==> config.mk <==
export PLATFORM = sky130hd
export DESIGN_NAME = multichannel_linear_ramp_unit
export DESIGN_NICKNAME = d
export VERILOG_FILES = /design/src/mlr_pkg.sv /design/src/multichannel_linear_ramp_unit.sv /design/src/mlr_cell.sv /design/src/mlr_div.sv
export SDC_FILE = /design/constraint.sdc
export NUM_CORES = 2
export LEC_CHECK = 0
export ABC_AREA = 1
export BUFFER_PORTS_ARGS = -buffer_cell sky130_fd_sc_hd__clkbuf_2
export CORE_AREA = 4 4 441 443
export DETAILED_ROUTE_END_ITERATION = 10
export DIE_AREA = 0 0 445 447
export GPL_ROUTABILITY_DRIVEN = 1
export PLACE_DENSITY = 0.45
export SKIP_LAST_GASP = 1
export SYNTH_ARGS = -nofsm -noshare
export SYNTH_HDL_FRONTEND = slang
export SYNTH_SLANG_ARGS = --single-unit
==> constraint.sdc <==
create_clock -name clk -period 7.3 [get_ports clk]
set_input_delay 0.73 -clock clk [delete_from_list [all_inputs] [get_ports clk]]
set_output_delay 0.73 -clock clk [all_outputs]
set_load 0.005 [all_outputs]
==> src/mlr_pkg.sv <==
// Shared types, codes and sizes for the multichannel linear ramp unit.
// Used by mlr_cell, mlr_div and multichannel_linear_ramp_unit; depends on nothing.
`default_nettype none

package mlr_pkg;

    localparam int CHANNELS = 8;
    localparam int NCH = (CHANNELS < 8) ? CHANNELS : 8;
    localparam int IDX_W = (NCH > 1) ? $clog2(NCH) : 1;

    localparam int VALUE_W = 32;
    localparam int COUNT_W = 16;
    localparam int CHAN_W = 3;
    localparam int DIV_W = VALUE_W + 1;
    localparam int DIV_CNT_W = $clog2(DIV_W);

    localparam int IN_DATA_W = 72;
    localparam int OUT_DATA_W = 40;

    typedef enum logic [1:0] {
        KIND_LOAD    = 2'd0,
        KIND_ADVANCE = 2'd1,
        KIND_FINISH  = 2'd2,
        KIND_CLEAR   = 2'd3
    } kind_t;

    typedef struct packed {
        logic               valid;
        logic [VALUE_W-1:0] cur;
        logic [VALUE_W-1:0] step;
        logic [VALUE_W-1:0] tgt;
    } cell_t;

    function automatic logic [VALUE_W-1:0] sat_add(input logic [VALUE_W-1:0] a,
                                                   input logic [VALUE_W-1:0] b);
        logic [VALUE_W:0] sum;
        begin
            sum = {a[VALUE_W-1], a} + {b[VALUE_W-1], b};
            if (sum[VALUE_W] != sum[VALUE_W-1])
            begin
                sat_add = sum[VALUE_W] ? {1'b1, {(VALUE_W-1){1'b0}}}
                                       : {1'b0, {(VALUE_W-1){1'b1}}};
            end
            else
            begin
                sat_add = sum[VALUE_W-1:0];
            end
        end
    endfunction

endpackage

`default_nettype wire

==> src/multichannel_linear_ramp_unit.sv <==
// Top level of the multichannel linear ramp unit: request control, output register
// and the ring of channel cells. Depends on mlr_pkg, mlr_cell and mlr_div.
//
// Channel    Direction  Signals                        Contents (low bit first)
// request    in         s_axis_tvalid/tready/tdata/tuser  tuser: kind; tdata: channel,
//                                                       start_value, target_value
// result     out        m_axis_tvalid/tready/tdata/tlast  tdata: out_channel, out_value;
//                                                       tlast: last
// config     in         cfg_wr_en, cfg_wr_data          step_count
//
// A load request is worked out by the one-bit-per-cycle step divider.
// An advance or finish request rotates the cell ring once, one channel per cycle
// while the result side does not stall; a clear drops every valid bit and stays idle.
// A stalled result holds the ring in place; the next request is taken once the
// ring is back at rest. Reset clears every valid bit and sets step_count to one.
`default_nettype none

module multichannel_linear_ramp_unit (
    input  wire                                clk,
    input  wire                                rst_n,
    input  wire                                s_axis_tvalid,
    output logic                               s_axis_tready,
    // channel [2:0], start_value [34:3], target_value [66:35], zero fill above
    input  wire [mlr_pkg::IN_DATA_W-1:0]       s_axis_tdata,
    // kind [1:0]
    input  wire [1:0]                          s_axis_tuser,
    output logic                               m_axis_tvalid,
    input  wire                                m_axis_tready,
    // out_channel [2:0], out_value [34:3], zero fill above
    output logic [mlr_pkg::OUT_DATA_W-1:0]     m_axis_tdata,
    output logic                               m_axis_tlast,
    input  wire                                cfg_wr_en,
    input  wire [mlr_pkg::COUNT_W-1:0]         cfg_wr_data
);

    localparam int NCH = mlr_pkg::NCH;
    localparam int VW = mlr_pkg::VALUE_W;
    localparam int IW = mlr_pkg::IDX_W;
    localparam int CHW = mlr_pkg::CHAN_W;

    typedef enum logic [2:0] {
        ST_IDLE  = 3'b001,
        ST_DIV   = 3'b010,
        ST_SWEEP = 3'b100
    } state_t;

    state_t                      state_reg;
    state_t                      state_next;
    mlr_pkg::kind_t              kind_reg;
    logic [IW-1:0]               idx_reg;
    logic [mlr_pkg::COUNT_W-1:0] step_count_reg;
    logic [CHW-1:0]              chan_reg;
    logic [VW-1:0]               start_reg;
    logic [VW-1:0]               tgt_reg;

    logic                        out_valid_reg;
    logic [CHW-1:0]              out_chan_reg;
    logic [VW-1:0]               out_value_reg;
    logic                        out_last_reg;

    mlr_pkg::cell_t              cell_q [NCH];
    mlr_pkg::cell_t              head_new;
    mlr_pkg::cell_t              load_rec;

    logic                        accept;
    mlr_pkg::kind_t              in_kind;
    logic [CHW-1:0]              in_chan;
    logic [VW-1:0]               in_start;
    logic [VW-1:0]               in_tgt;
    logic [VW:0]                 diff;
    logic [mlr_pkg::DIV_W-1:0]   diff_mag;
    logic                        div_start;
    logic                        div_done;
    logic [VW-1:0]               div_q;
    logic                        slot_free;
    logic                        shift_en;
    logic                        clear_all;
    logic                        later_valid;

    assign in_kind  = mlr_pkg::kind_t'(s_axis_tuser);
    assign in_chan  = s_axis_tdata[CHW-1:0];
    assign in_start = s_axis_tdata[CHW+VW-1:CHW];
    assign in_tgt   = s_axis_tdata[CHW+2*VW-1:CHW+VW];

    assign s_axis_tready = (state_reg == ST_IDLE);
    assign accept        = s_axis_tvalid && s_axis_tready;

    assign diff      = {in_tgt[VW-1], in_tgt} - {in_start[VW-1], in_start};
    assign diff_mag  = diff[VW] ? (~diff + 1'b1) : diff;
    assign div_start = accept && (in_kind == mlr_pkg::KIND_LOAD);
    assign clear_all = accept && (in_kind == mlr_pkg::KIND_CLEAR);

    mlr_div u_div (
        .clk       (clk),
        .rst_n     (rst_n),
        .start     (div_start),
        .magnitude (diff_mag),
        .negative  (diff[VW]),
        .divisor   (step_count_reg),
        .done      (div_done),
        .quotient  (div_q)
    );

    assign slot_free = !out_valid_reg || m_axis_tready;
    assign shift_en  = (state_reg == ST_SWEEP) && slot_free;

    always_comb
    begin
        head_new = cell_q[0];
        if (cell_q[0].valid)
        begin
            if (kind_reg == mlr_pkg::KIND_ADVANCE)
            begin
                head_new.cur = mlr_pkg::sat_add(cell_q[0].cur, cell_q[0].step);
            end
            else
            begin
                head_new.cur = cell_q[0].tgt;
            end
        end
    end

    always_comb
    begin
        later_valid = 1'b0;
        for (int p = 1; p < NCH; p++)
        begin
            if (cell_q[p].valid && (p < NCH - int'(idx_reg)))
            begin
                later_valid = 1'b1;
            end
        end
    end

    assign load_rec = '{valid: 1'b1, cur: start_reg, step: div_q, tgt: tgt_reg};

    for (genvar k = 0; k < NCH; k++)
    begin : g_cell
        mlr_pkg::cell_t shift_src;
        if (k == NCH - 1)
        begin : g_tail
            assign shift_src = head_new;
        end
        else
        begin : g_body
            assign shift_src = cell_q[k+1];
        end

        mlr_cell u_cell (
            .clk      (clk),
            .rst_n    (rst_n),
            .shift_en (shift_en),
            .shift_in (shift_src),
            .load_en  (div_done && (chan_reg == CHW'(k))),
            .load_in  (load_rec),
            .clear    (clear_all),
            .state    (cell_q[k])
        );
    end

    always_comb
    begin
        state_next = state_reg;
        case (state_reg)
            ST_IDLE:
            begin
                if (accept)
                begin
                    if (in_kind == mlr_pkg::KIND_LOAD)
                    begin
                        state_next = ST_DIV;
                    end
                    else if (in_kind != mlr_pkg::KIND_CLEAR)
                    begin
                        state_next = ST_SWEEP;
                    end
                end
            end
            ST_DIV:
            begin
                if (div_done)
                begin
                    state_next = ST_IDLE;
                end
            end
            ST_SWEEP:
            begin
                if (shift_en && (idx_reg == IW'(NCH - 1)))
                begin
                    state_next = ST_IDLE;
                end
            end
            default:
            begin
                state_next = ST_IDLE;
            end
        endcase
    end

    always_ff @(posedge clk or negedge rst_n)
    begin
        if (!rst_n)
        begin
            state_reg      <= ST_IDLE;
            step_count_reg <= mlr_pkg::COUNT_W'(1);
            idx_reg        <= '0;
            out_valid_reg  <= 1'b0;
        end
        else
        begin
            state_reg <= state_next;
            if (cfg_wr_en)
            begin
                step_count_reg <= cfg_wr_data;
            end
            if (accept)
            begin
                idx_reg <= '0;
            end
            else if (shift_en)
            begin
                idx_reg <= (idx_reg == IW'(NCH - 1)) ? '0 : idx_reg + 1'b1;
            end
            if (shift_en && cell_q[0].valid)
            begin
                out_valid_reg <= 1'b1;
            end
            else if (m_axis_tready)
            begin
                out_valid_reg <= 1'b0;
            end
        end
    end

    always_ff @(posedge clk)
    begin
        if (accept)
        begin
            kind_reg  <= in_kind;
            chan_reg  <= in_chan;
            start_reg <= in_start;
            tgt_reg   <= in_tgt;
        end
        if (shift_en && cell_q[0].valid)
        begin
            out_chan_reg  <= CHW'(idx_reg);
            out_value_reg <= head_new.cur;
            out_last_reg  <= !later_valid;
        end
    end

    assign m_axis_tvalid = out_valid_reg;
    assign m_axis_tdata  = {{(mlr_pkg::OUT_DATA_W - VW - CHW){1'b0}}, out_value_reg, out_chan_reg};
    assign m_axis_tlast  = out_last_reg;

endmodule

`default_nettype wire

==> src/mlr_cell.sv <==
// One channel cell of the ramp chain: holds value, step, target and valid bit.
// Depends on mlr_pkg for the cell record type.
`default_nettype none

module mlr_cell (
    input  wire                  clk,
    input  wire                  rst_n,
    input  wire                  shift_en,
    input  wire mlr_pkg::cell_t  shift_in,
    input  wire                  load_en,
    input  wire mlr_pkg::cell_t  load_in,
    input  wire                  clear,
    output mlr_pkg::cell_t       state
);

    logic                        valid_reg;
    logic [mlr_pkg::VALUE_W-1:0] cur_reg;
    logic [mlr_pkg::VALUE_W-1:0] step_reg;
    logic [mlr_pkg::VALUE_W-1:0] tgt_reg;

    always_ff @(posedge clk or negedge rst_n)
    begin
        if (!rst_n)
        begin
            valid_reg <= 1'b0;
        end
        else if (clear)
        begin
            valid_reg <= 1'b0;
        end
        else if (load_en)
        begin
            valid_reg <= load_in.valid;
        end
        else if (shift_en)
        begin
            valid_reg <= shift_in.valid;
        end
    end

    always_ff @(posedge clk)
    begin
        if (load_en)
        begin
            cur_reg  <= load_in.cur;
            step_reg <= load_in.step;
            tgt_reg  <= load_in.tgt;
        end
        else if (shift_en)
        begin
            cur_reg  <= shift_in.cur;
            step_reg <= shift_in.step;
            tgt_reg  <= shift_in.tgt;
        end
    end

    assign state = '{valid: valid_reg, cur: cur_reg, step: step_reg, tgt: tgt_reg};

endmodule

`default_nettype wire

==> src/mlr_div.sv <==
// Restoring divider for the ramp step: one quotient bit per cycle, signed result
// truncated toward zero and saturated to 32 bits. Depends on mlr_pkg for widths.
`default_nettype none

module mlr_div (
    input  wire                          clk,
    input  wire                          rst_n,
    input  wire                          start,
    input  wire [mlr_pkg::DIV_W-1:0]     magnitude,
    input  wire                          negative,
    input  wire [mlr_pkg::COUNT_W-1:0]   divisor,
    output logic                         done,
    output logic [mlr_pkg::VALUE_W-1:0]  quotient
);

    localparam int DW = mlr_pkg::DIV_W;
    localparam int CW = mlr_pkg::COUNT_W;
    localparam int VW = mlr_pkg::VALUE_W;

    logic                         busy_reg;
    logic                         done_reg;
    logic [mlr_pkg::DIV_CNT_W-1:0] cnt_reg;
    logic [DW-1:0]                quo_reg;
    logic [CW:0]                  rem_reg;
    logic [CW-1:0]                den_reg;
    logic                         neg_reg;

    logic [CW:0]   trial;
    logic          fits;
    logic [CW:0]   rem_next;
    logic [DW-1:0] quo_next;

    always_comb
    begin
        trial    = {rem_reg[CW-1:0], quo_reg[DW-1]};
        fits     = trial >= {1'b0, den_reg};
        rem_next = fits ? (trial - {1'b0, den_reg}) : trial;
        quo_next = {quo_reg[DW-2:0], fits};
    end

    always_ff @(posedge clk or negedge rst_n)
    begin
        if (!rst_n)
        begin
            busy_reg <= 1'b0;
            done_reg <= 1'b0;
            cnt_reg  <= '0;
        end
        else
        begin
            done_reg <= 1'b0;
            if (start)
            begin
                busy_reg <= 1'b1;
                cnt_reg  <= '0;
            end
            else if (busy_reg)
            begin
                if (cnt_reg == mlr_pkg::DIV_CNT_W'(DW - 1))
                begin
                    busy_reg <= 1'b0;
                    done_reg <= 1'b1;
                end
                cnt_reg <= cnt_reg + 1'b1;
            end
        end
    end

    always_ff @(posedge clk)
    begin
        if (start)
        begin
            quo_reg <= magnitude;
            rem_reg <= '0;
            den_reg <= (divisor == '0) ? CW'(1) : divisor;
            neg_reg <= negative;
        end
        else if (busy_reg)
        begin
            quo_reg <= quo_next;
            rem_reg <= rem_next;
        end
    end

    always_comb
    begin
        if (!neg_reg && (quo_reg > DW'({1'b0, {(VW-1){1'b1}}})))
        begin
            quotient = {1'b0, {(VW-1){1'b1}}};
        end
        else if (neg_reg && (quo_reg > DW'({1'b1, {(VW-1){1'b0}}})))
        begin
            quotient = {1'b1, {(VW-1){1'b0}}};
        end
        else if (neg_reg)
        begin
            quotient = VW'(~quo_reg + 1'b1);
        end
        else
        begin
            quotient = quo_reg[VW-1:0];
        end
    end

    assign done = done_reg;

endmodule

`default_nettype wire
==> out/metrics.yaml <==
run_status:
  run_status: "finished, final reports clean"
layout:
  drive_gt1_frac: 0.0905
  ff_latch_area_mm2: 0.0290
  fin_nets: 5088
  n_fill_cell: 20100
  syn2layout_area_growth_pct: 14.6
  multi_input_area_mm2: 0.0158
sta:
  skew_ns: 0.0305
  fin_tns_setup_ns: 0
  finish_stage_setup_viols: 0
  min_period_ns: 4.19
  layout_worst_path_cycle_share: 0.574
  rsz0062_at_grt: "no"
  finalHoldViolations: 0
  slew_headroom: 0.197
  holdWs_ns: 0.0869
  worst_slew_pin_slew_ns: 1.20
  achievable-frequency_ghz: 0.239
  timing.final.max_slew_violations: 0
synthesis:
  netlist_instances: 4862
  yosys.cell_types.count: 54
  combinational_family_with_the_most_area_after_synthesis: "simple AND/OR/NAND/NOR gates"
  synth-xor-area-share: 0.0153
  netlist.area_leader.share: 0.585
  synth_top_area_cell: "edfxtp_1"
  synth.ff_latch_count: 978
  synth_adder_area_share: 0.0248
  synth-seq-area-share: 0.613
  synth.avg_cell_area_um2: 9.74
  yosys.area_share.simple: 0.174
  synth-async-reset-ratio: 0.0399
  synth_flop_cell: "edfxtp_1"
  ys_warn_count: 0
  post_synth_edffs: 923
  synth_compound_gate_area_share: 0.117
  synthTopCellsByArea: "edfxtp_1, nand2_1, o21ai_0"
  post_synth_design_cell_area_mm2: 0.0474
  synth.area.mux_share: 0
global_routing:
  gr-usage-all-layers: 0.154
  global_route_wire_length_before_repair_mm: 227
  gr-total-overflow: 0
  antenna_found_initial: 9
  grt_max_degree: 86
  grt_pass1_vias: 32700
cts:
  count_of_cells_resized_by_post_cts_repair: 0
  cts.clk_slew.worst_paths_ns: 0.06
  cts_max_path_buffers: 3
  htreeDepth: 3
  ctsHoldBuffers: 0
  number_of_buffers_inserted_during_clock_tree_synthesis: 112
  count_of_clock_tree_sinks: 978
  tritoncts: "yes"
  cts_root_buffer: "clkbuf_16"
  cts_post_setup_buffers_inserted: 0
  worstSkewPairLatency_ns: 0.74
setup_path:
  kind_of_capture_point_of_the_worst_setup_path: "flip-flop"
  worst_path_largest_cell_delay_ns: 0.58
  worst_ep_required_time_ns: 7.76
  timing.setup.critical_path_class: "flip-flop to flip-flop"
  path_max_fanout: 30
  crit-reg2reg-launch: "g_cell[0].u_cell.step_reg[0]$_DFFE_PP_"
  cpLargestDelayFamily: "simple AND/OR/NAND/NOR gates"
  timing.critical_path.from_type: "flip-flop"
  crit_path_top_delay_cell: "inv_2"
  critical-path-top-cell-by-count: "nand2_1"
  critical_path_arrival_ns: 4.65
  startpoint: "g_cell[0].u_cell.step_reg[0]$_DFFE_PP_"
  worst-path-buf-inv: 2
  crit_path_cell_trace: "ha_1, inv_1, fa_1, nand3b_1, nand2_1, nand2_1, nand3_1, nand3_1, nand2_1, nand2_1, nand3_1, nand2_1, nand2_2, nand2_1, inv_2, nand2_1, nand2_1, nand2_2, nand2_1, nand2_1"
floorplan:
  die-width_um: 445
  die_y_um: 447
  core.rowCount: 160
  initial_core_util: 0.249
  coreArea_mm2: 0.190
  design.die.area_mm2: 0.199
  io-pin-count: 138
worst_hold_path:
  hold_path.class: "input port to async pin"
routing:
  route.detailed.vias_per_inst: 4.66
  drt.antenna.violating_nets: 0
  drt_drc_violations_left: 0
  drtPass1Iterations: 6
  route.vias.total: 35000
  drtIter0Drc: 3130
  totalWireLength_mm: 157
  wire_length_per_cell_after_detailed_routing_um: 20.9
power:
  static-leakage-power_nw: 21.4
  irDropWorstVdd_mv: 0.207
  cellPowerDensity_mw_per_mm2: 364
placed_design:
  place_congestion: 0.874
  io_buffers: 127
  dp.final_hpwl_mm: 102
run:
  cap_violations: 0
[Yosys cell counts (6+ instances only)]
library cell  instances
and2_1                6
xnor2_1              23
inv_2                 9
dfrtp_1              37
nor3_1               33
clkbuf_8              6
ha_1                 89
nand3_2               8
inv_1               404
nand3b_1             11
a31oi_1             235
dfxtp_1              16
nand4_1              34
clkbuf_1            205
nor2_1              385
o21ai_0             593
nand2_1            1325
nor2_4                6
nor4_1               11
o211ai_1              9
buf_6                 6
a21oi_1             139
buf_2                29
buf_4                 6
nor2_2                7
clkinv_1              8
xor2_1               60
o21bai_1              6
o21ai_1              15
nand3_1             131
edfxtp_1            923
nand2_2              42
[worst reg2reg max path, cell delays in order, from the launching register on]
cell and delay (ns):
edfxtp_1 0.39, ha_1 0.22, inv_1 0.07, fa_1 0.40
nand3b_1 0.18, nand2_1 0.16, nand2_1 0.07, nand3_1 0.21
nand3_1 0.10, nand2_1 0.19, nand2_1 0.17, nand3_1 0.11
nand2_1 0.06, nand2_2 0.16, nand2_1 0.15, inv_2 0.58
nand2_1 0.22, nand2_1 0.12, nand2_2 0.08, nand2_1 0.20
nand2_1 0.08
[worst paths after layout]
path                            cells after the start                                     end  slack (ns)
worst max-delay path                               20  g_cell[7].u_cell.cur_reg[23]$_DFFE_PP_        3.11
max in group asynchronous                           2  g_cell[0].u_cell.valid_reg$_DFFE_PN0P_        6.74
worst min register to register                      0         u_div.den_reg[10]$_SDFFCE_PN0P_        0.45
worst max register to register                     20  g_cell[7].u_cell.cur_reg[23]$_DFFE_PP_        3.11
worst min-delay path                                2          step_count_reg[12]$_DFFE_PN0P_        0.09
min in group clk                                    1                   chan_reg[0]$_DFFE_PP_        0.18
[placed cells by master, fill, tap and decap left out, drive strengths merged, types with 38 or more instances in the layout]
cell    instances
clkbuf        266
clkinv         51
a21oi         139
ha             89
inv           425
nor2          398
edfxtp        923
a31oi         235
nand2        1369
nor3           38
nand3         140
buf            47
xor2           60
o21ai         610
[routing by layer]
metal	wire, µm	GRT usage	part of all wire	vias to the layer above
li1	-	-	-	16800
met2	70900	0.244	0.45	984
met4	4400	0.0431	0.028	8
met1	72900	0.218	0.46	17000
met5	41	0	0.00026	-
met3	9110	0.0241	0.058	195
[kinds of logic (layout without fill, tap and decap cells)]
group / after synthesis / count (layout)
buffers and inverters: 674 / 805
AO/OA/AOI/OAI: 1022 / 1022
flip-flops: 978 / 978
adder cells (fa/ha/maj): 92 / 92
AND/OR/NAND/NOR: 2012 / 2012
other: 1 / 8
XOR/XNOR: 83 / 83
[report_power, final]
| part | total, mW | internal [mW] | switching, mW |
|---|---|---|---|
| clock | 5.72 | 3.31 | 2.41 |
| combinational | 5.40 | 1.44 | 3.96 |
| sequential | 8.66 | 8.03 | 0.636 |
[per-stage QoR]
step	worst slack [ns]	cell area (µm²)	total power, mW	utilization	std cells
finish	3.11	54300	19.8	0.286	7511
global route	2.95	54300	20.9	0.286	7508
CTS	3.12	54300	20.0	0.286	7508
detailed placement	3.16	50600	14.2	0.266	7298
global placement	3.14	50600	14.2	0.266	7298
floorplan	1.25	47400	12.1	-	4866
[area by class of cell]
cell class / count / share of cell area
Antenna cell: 3 / 0.000138
Clock buffer: 139 / 0.0547
Clock inverter: 71 / 0.0130
Inverter: 421 / 0.0295
Multi-Input combinational cell: 3214 / 0.291
Sequential cell: 978 / 0.535
Tap cell: 2511 / 0.0579
Timing Repair Buffer: 174 / 0.0189
(Power assumes the default switching activity.)
